### src/hdl/pcb_pkg.sv
`timescale 1ns / 1ps
`default_nettype none
// ----------------------------------------------------------------------------
// pcb_pkg: shared definitions of the pixel convert and blend unit
// Field widths, pixel modes, word commands, register indexes and the
// configuration record passed between the register block and the datapath.
// ----------------------------------------------------------------------------
package pcb_pkg;

   localparam int PALETTE_DEPTH = 256;
   localparam int PAL_IDX_W     = $clog2(PALETTE_DEPTH);

   localparam int PIXEL_W       = 32;
   localparam int CHAN_W        = 8;
   localparam int TABLE_IDX_W   = 8;
   localparam int MODE_W        = 4;

   localparam int CSR_INDEX_W   = 1;
   localparam int CSR_DATA_W    = 4;

   localparam logic [CSR_INDEX_W-1:0] REG_PIXEL_MODE  = 1'b0;
   localparam logic [CSR_INDEX_W-1:0] REG_MASK_ENABLE = 1'b1;

   localparam logic CMD_PIXEL = 1'b0;
   localparam logic CMD_TABLE = 1'b1;

   localparam logic [MODE_W-1:0] MODE_COPY      = 4'd0;
   localparam logic [MODE_W-1:0] MODE_SRC_BLEND = 4'd1;
   localparam logic [MODE_W-1:0] MODE_EXT_BLEND = 4'd2;
   localparam logic [MODE_W-1:0] MODE_RGB565    = 4'd3;
   localparam logic [MODE_W-1:0] MODE_RGB888    = 4'd4;
   localparam logic [MODE_W-1:0] MODE_BGR888    = 4'd5;
   localparam logic [MODE_W-1:0] MODE_ARGB1555  = 4'd6;
   localparam logic [MODE_W-1:0] MODE_PAL8      = 4'd7;
   localparam logic [MODE_W-1:0] MODE_PAL8_SWAP = 4'd8;
   localparam logic [MODE_W-1:0] MODE_PAL4      = 4'd9;

   typedef struct packed {
      logic [MODE_W-1:0] pixel_mode;
      logic              mask_enable;
   } cfg_type;

endpackage
`default_nettype wire

### src/hdl/pcb_csr.sv
`timescale 1ns / 1ps
`default_nettype none
// ----------------------------------------------------------------------------
// pcb_csr: configuration registers
// Holds the pixel mode and the mask enable, written through a plain port.
// ----------------------------------------------------------------------------
module pcb_csr (
   input  wire logic                           clock,
   input  wire logic                           reset,
   input  wire logic                           csr_write_enable,
   input  wire logic [pcb_pkg::CSR_INDEX_W-1:0] csr_index,
   input  wire logic [pcb_pkg::CSR_DATA_W-1:0]  csr_data,
   output pcb_pkg::cfg_type                    cfg
);
   import pcb_pkg::*;

   cfg_type cfg_ff;
   cfg_type cfg_in;

   always_comb begin
      cfg_in = cfg_ff;
      if (csr_write_enable) begin
         case (csr_index)
            REG_PIXEL_MODE:  cfg_in.pixel_mode  = csr_data[MODE_W-1:0];
            REG_MASK_ENABLE: cfg_in.mask_enable = csr_data[0];
            default:         cfg_in = cfg_ff;
         endcase
      end
   end

   always_ff @(posedge clock) begin
      if (reset) begin
         cfg_ff <= '0;
      end else begin
         cfg_ff <= cfg_in;
      end
   end

   assign cfg = cfg_ff;

endmodule
`default_nettype wire

### config.mk
export PLATFORM = sky130hd
export DESIGN_NAME = pcb_csr
export DESIGN_NICKNAME = d
export VERILOG_FILES = /design/src/hdl/pcb_pkg.sv /design/src/hdl/pcb_csr.sv
export SDC_FILE = /design/constraint.sdc
export NUM_CORES = 1
export LEC_CHECK = 0
export CAP_MARGIN = 10
export CELL_PAD_IN_SITES_DETAIL_PLACEMENT = 1
export CELL_PAD_IN_SITES_GLOBAL_PLACEMENT = 2
export CORE_AREA = 2 2 39 41
export DETAILED_ROUTE_END_ITERATION = 8
export DIE_AREA = 0 0 41 43
export DONT_BUFFER_PORTS = 1
export GPL_TIMING_DRIVEN = 1
export PLACE_DENSITY_LB_ADDON = 0.25
export SLEW_MARGIN = 15
export SYNTH_ARGS = -nofsm -noshare
export SYNTH_HDL_FRONTEND = slang
export SYNTH_SLANG_ARGS = --single-unit
### constraint.sdc
create_clock -name clock -period 0.81 [get_ports clock]
set_input_delay 0 -clock clock [delete_from_list [all_inputs] [get_ports clock]]
set_output_delay 0 -clock clock [all_outputs]
set_load 0.05 [all_outputs]
# Word level (Yosys, flattened, before mapping)
# Index checks and enable logic that the tools add are counted.
# classes
bitwise_logic	1
n_reduce_logical	2
# op_table
cell	n
AND reduction 2 bit	2
NOT 1 bit	1
# totals
ff_bits	5
inputBits	8
out_inout_bits	5
elab_cells	5

# Depth between registers and ports, before layout
# logic_depth
ltp_word	2
depth_mapped	2
ltp_nobuf	2

# Least setup slack after synthesis
# No wires, ideal clock.
# synth_path
path_kind	reg-to-reg
from	register cfg[0] (netlist name)
to	register cfg_ff, in the netlist cfg[0]
setup_ps	70
arrival_ps	970
required_time_ps	740
path_slack_ps	-230
stages_incl_launch_ff	3
path_buffers	0
period_less_slack_ps	1040
path_cell_list	dfxtp_1 -> a21bo_1 -> a21oi_1
# synth_rtl
item	line	source
end signal: assignment	pcb_csr.sv:35	cfg_ff <= cfg_in;
end: declaration	pcb_csr.sv:17	cfg_type cfg_ff;

# Final worst setup path
# layout_path
from	register cfg_ff, in the netlist cfg[0]
to	output cfg[0] (netlist name)
# layout_rtl
item	line	source
end: declaration	pcb_csr.sv:13	output pcb_pkg::cfg_type cfg
# No word-level cell between the ends.

==> Flow_metrics.wiki <==
{| class="wikitable"
! Metric !! Value
|-
| Run status || complete, no violations
|-
| H-Tree Depth || 1
|-
| Total net switching power || 183.8 uW
|-
| Source-to-sink clock delay at the later pin of the worst-skew pair || 0.24 ns
|-
| Detail Route Antenna Nets || 0
|-
| Net count of the finished layout || 47
|-
| Worst flop-to-flop path endpoint || cfg[0]
|-
| Final setup TNS || 0 ns
|-
| Syn avg cell area || 10.67 sq um
|-
| Launch point of the worst path || cfg[0]
|-
| Internal power contribution || 509.9 uW
|-
| Switching power share of the total || 0.2650
|-
| Number of stages on the worst hold path || 2
|-
| Number of synthesized register bits || 5
|-
| Required time of the worst setup path || 0.81 ns
|-
| Endpoint type of the worst setup path || output pin
|-
| Type of origin of the critical path || flip-flop
|-
| Antenna diode count || 0
|-
| Die Outline Area || 1763 sq um
|-
| Clock Sinks || 5
|-
| Number of global-route vias before repair || 256
|-
| Final number of setup-violating endpoints || 0
|-
| Setup ws final || 0.05643 ns
|-
| Synthesized Nets || 29
|-
| DRT Pass-1 Iters || 1
|-
| Number of port buffers || 0
|-
| Cell area after placement || 290.3 sq um
|-
| Flip-flop count of the largest register after layout || 5
|-
| Clock buffers created by TritonCTS || 3
|-
| Proportion of power drawn by the clock network || 0.421
|-
| Met3 GRT Util || 0.08377
|-
| Total stage count of the critical path || 1
|-
| Setup fix buffers added after clock tree synthesis || 0
|-
| Setup repair after global routing missed its margin || false
|-
| Slew at the pin with the worst max-slew slack || 0.2734 ns
|-
| Ordered cell list for the critical path || buf_4
|-
| Root Buffer || clkbuf_4
|-
| Slowest cell on crit path || dfxtp_4
|-
| Warning count from the yosys run || 0
|-
| Vias per inst || 4.259
|-
| Peak supply drop || 0.0005578 V
|-
| Share of post-route cells with drive strength above 1 || 0.3684
|-
| Post-layout minimum cycle time || 0.7536 ns
|-
| Max_cap viols || 0
|-
| Cell area after technology mapping || 224.0 sq um
|-
| Classification of the worst-slack hold path || in2reg
|-
| Destination of the critical timing path || cfg[0]
|-
| Met1 track utilization from global routing || 0.1250
|-
| Worst Path Arrival || 0.75 ns
|-
| Number of placed instances, taps included || 42
|-
| Layout Utilization || 0.2920
|-
| Power, Total || 693.8 uW
|-
| Crit-path leading delay family || flip-flops
|-
| Power per cell area || 1717 nW/um^2
|-
| Number of ports placed on the die boundary || 13
|-
| Std cell rows || 14
|-
| Die Y || 43 microns
|-
| Antenna violations before repair || 0
|-
| Maximum cell stage delay along the critical path || 0.33 ns
|-
| Number of different library cells in the post-synthesis netlist || 8
|-
| Number of max-slew violations in the final report || 0
|-
| Leakage component of the power || 0.1807 nW
|-
| Final number of hold-violating endpoints || 0
|-
| Core Footprint || 1384 sq um
|-
| Non-Filler Cell Area, Final || 404.1 sq um
|-
| Fraction of the cycle the final worst path needs || 0.9303
|-
| Gr usage total || 0.09729
|-
| Seq/Total Area, Yosys || 0.4469
|-
| R2R depth || 2
|-
| Global-route met2 utilization || 0.1125
|-
| Number of cells produced by synthesis || 21
|-
| Largest net degree at the start of global routing || 10
|-
| Post-detailed-route wirelength per cell || 12.07 microns
|-
| Critical path peak fanout || 2
|-
| Fin Hold WS || 0.1843 ns
|-
| Setup Slack @ Placement || 0.08806 ns
|-
| CTS tree || built
|-
| Post-route insts no fill || 54
|-
| Register share of total power || 0.382
|-
| Peak clock frequency supported by timing || 1327 MHz
|-
| GR Overflow Total || 0
|-
| Layout overhead on the synthesized area || 80.45%
|-
| Worst path bufs/invs || 1
|-
| Starting Density || 0.1618
|-
| Flop2flop setup slack || 0.09 ns
|-
| Relative slew slack || 0.8178
|-
| Wire length of the first global-routing pass || 1.083 mm
|-
| Aggregate routed wire length || 652 microns
|-
| Longest Clk Path Bufs || 2
|-
| Worst setup path class || reg2out
|-
| Clk_skew || 0 ns
|-
| Critical register-to-register path startpoint || cfg[0]
|-
| Combinational power share || 0.197
|-
| Layer with the highest usage || met1
|-
| Most frequent cells in the layout || 5 x dlygate4sd3_1, 5 x buf_4
|-
| Die Span X || 41 microns
|-
| Worst-path clk slew || 0.04 ns
|-
| Final RePlAce weighted congestion || 0.6297
|-
| Count of unresolved DRC violations after routing || 0
|-
| DR iter-0 viols || 0
|-
| Via Count || 230
|}
==> power by group through the flow <==
stage | Clock [mW] | Combinational, mW | Sequential [mW]
global route | 0.342 | 0.146 | 0.267
global placement | 0 | 0.0913 | 0.269
detailed placement | 0 | 0.0919 | 0.270
floorplan | 0 | 0.0282 | 0.311
CTS | 0.311 | 0.135 | 0.265
finish | 0.292 | 0.137 | 0.265
==> worst min-delay path by stage <==
stage / from / endpoint / slack [ns]
after floorplan: reset / cfg[0] / 0.06
after global placement: reset / cfg[0] / 0.06
after detailed placement: reset / cfg[0] / 0.07
after CTS: csr_data[3] / cfg[4] / 0.46
after global routing: reset / cfg[0] / 0.22
final: reset / cfg[0] / 0.18
==> repair_timing <==
item | CTS | global route
endpoints found under the hold margin | 5 | 0
resized for setup | 0 | 3
hold buffers | 8 | 0
endpoints found under the setup margin | 0 | 5
==> layout make-up <==
cell class,count,area (sq um)
clock buffers,4,26.28
fillers,175,979.7
multi-input cells,16,123.9
flip-flops and latches,5,108.9
well taps,16,20.02
repair buffers,13,125.1
==> worst reg2reg max path, cell delays in order (launching register included) <==
cell and delay, ns:
dfxtp_4 0.33, a21bo_1 0.19, a21oi_1 0.13
==> cells by family (layout without fill, tap and decap cells) <==
group,after synthesis,count (layout),share of synthesized area
buf+inv,0,17,0
simple gates,10,10,0.3966
flops,5,5,0.4469
compound gates,6,6,0.1564
==> Yosys cell counts <==
master     instances  share of area
nand2b_1           4           0.11
o21ai_1            4          0.089
dfxtp_1            5           0.45
a21bo_1            1          0.045
nor2b_4            1          0.061
a21oi_1            1          0.022
nand4bb_1          4           0.20
nand3_1            1          0.022
==> layer usage <==
metal  wire [microns]  vias to the layer above
met5                0                        -
met2              293                        8
met1              282                      109
met4                0                        0
met3               76                        0
li1                 -                      113
Power figures use the tool's default switching activity.
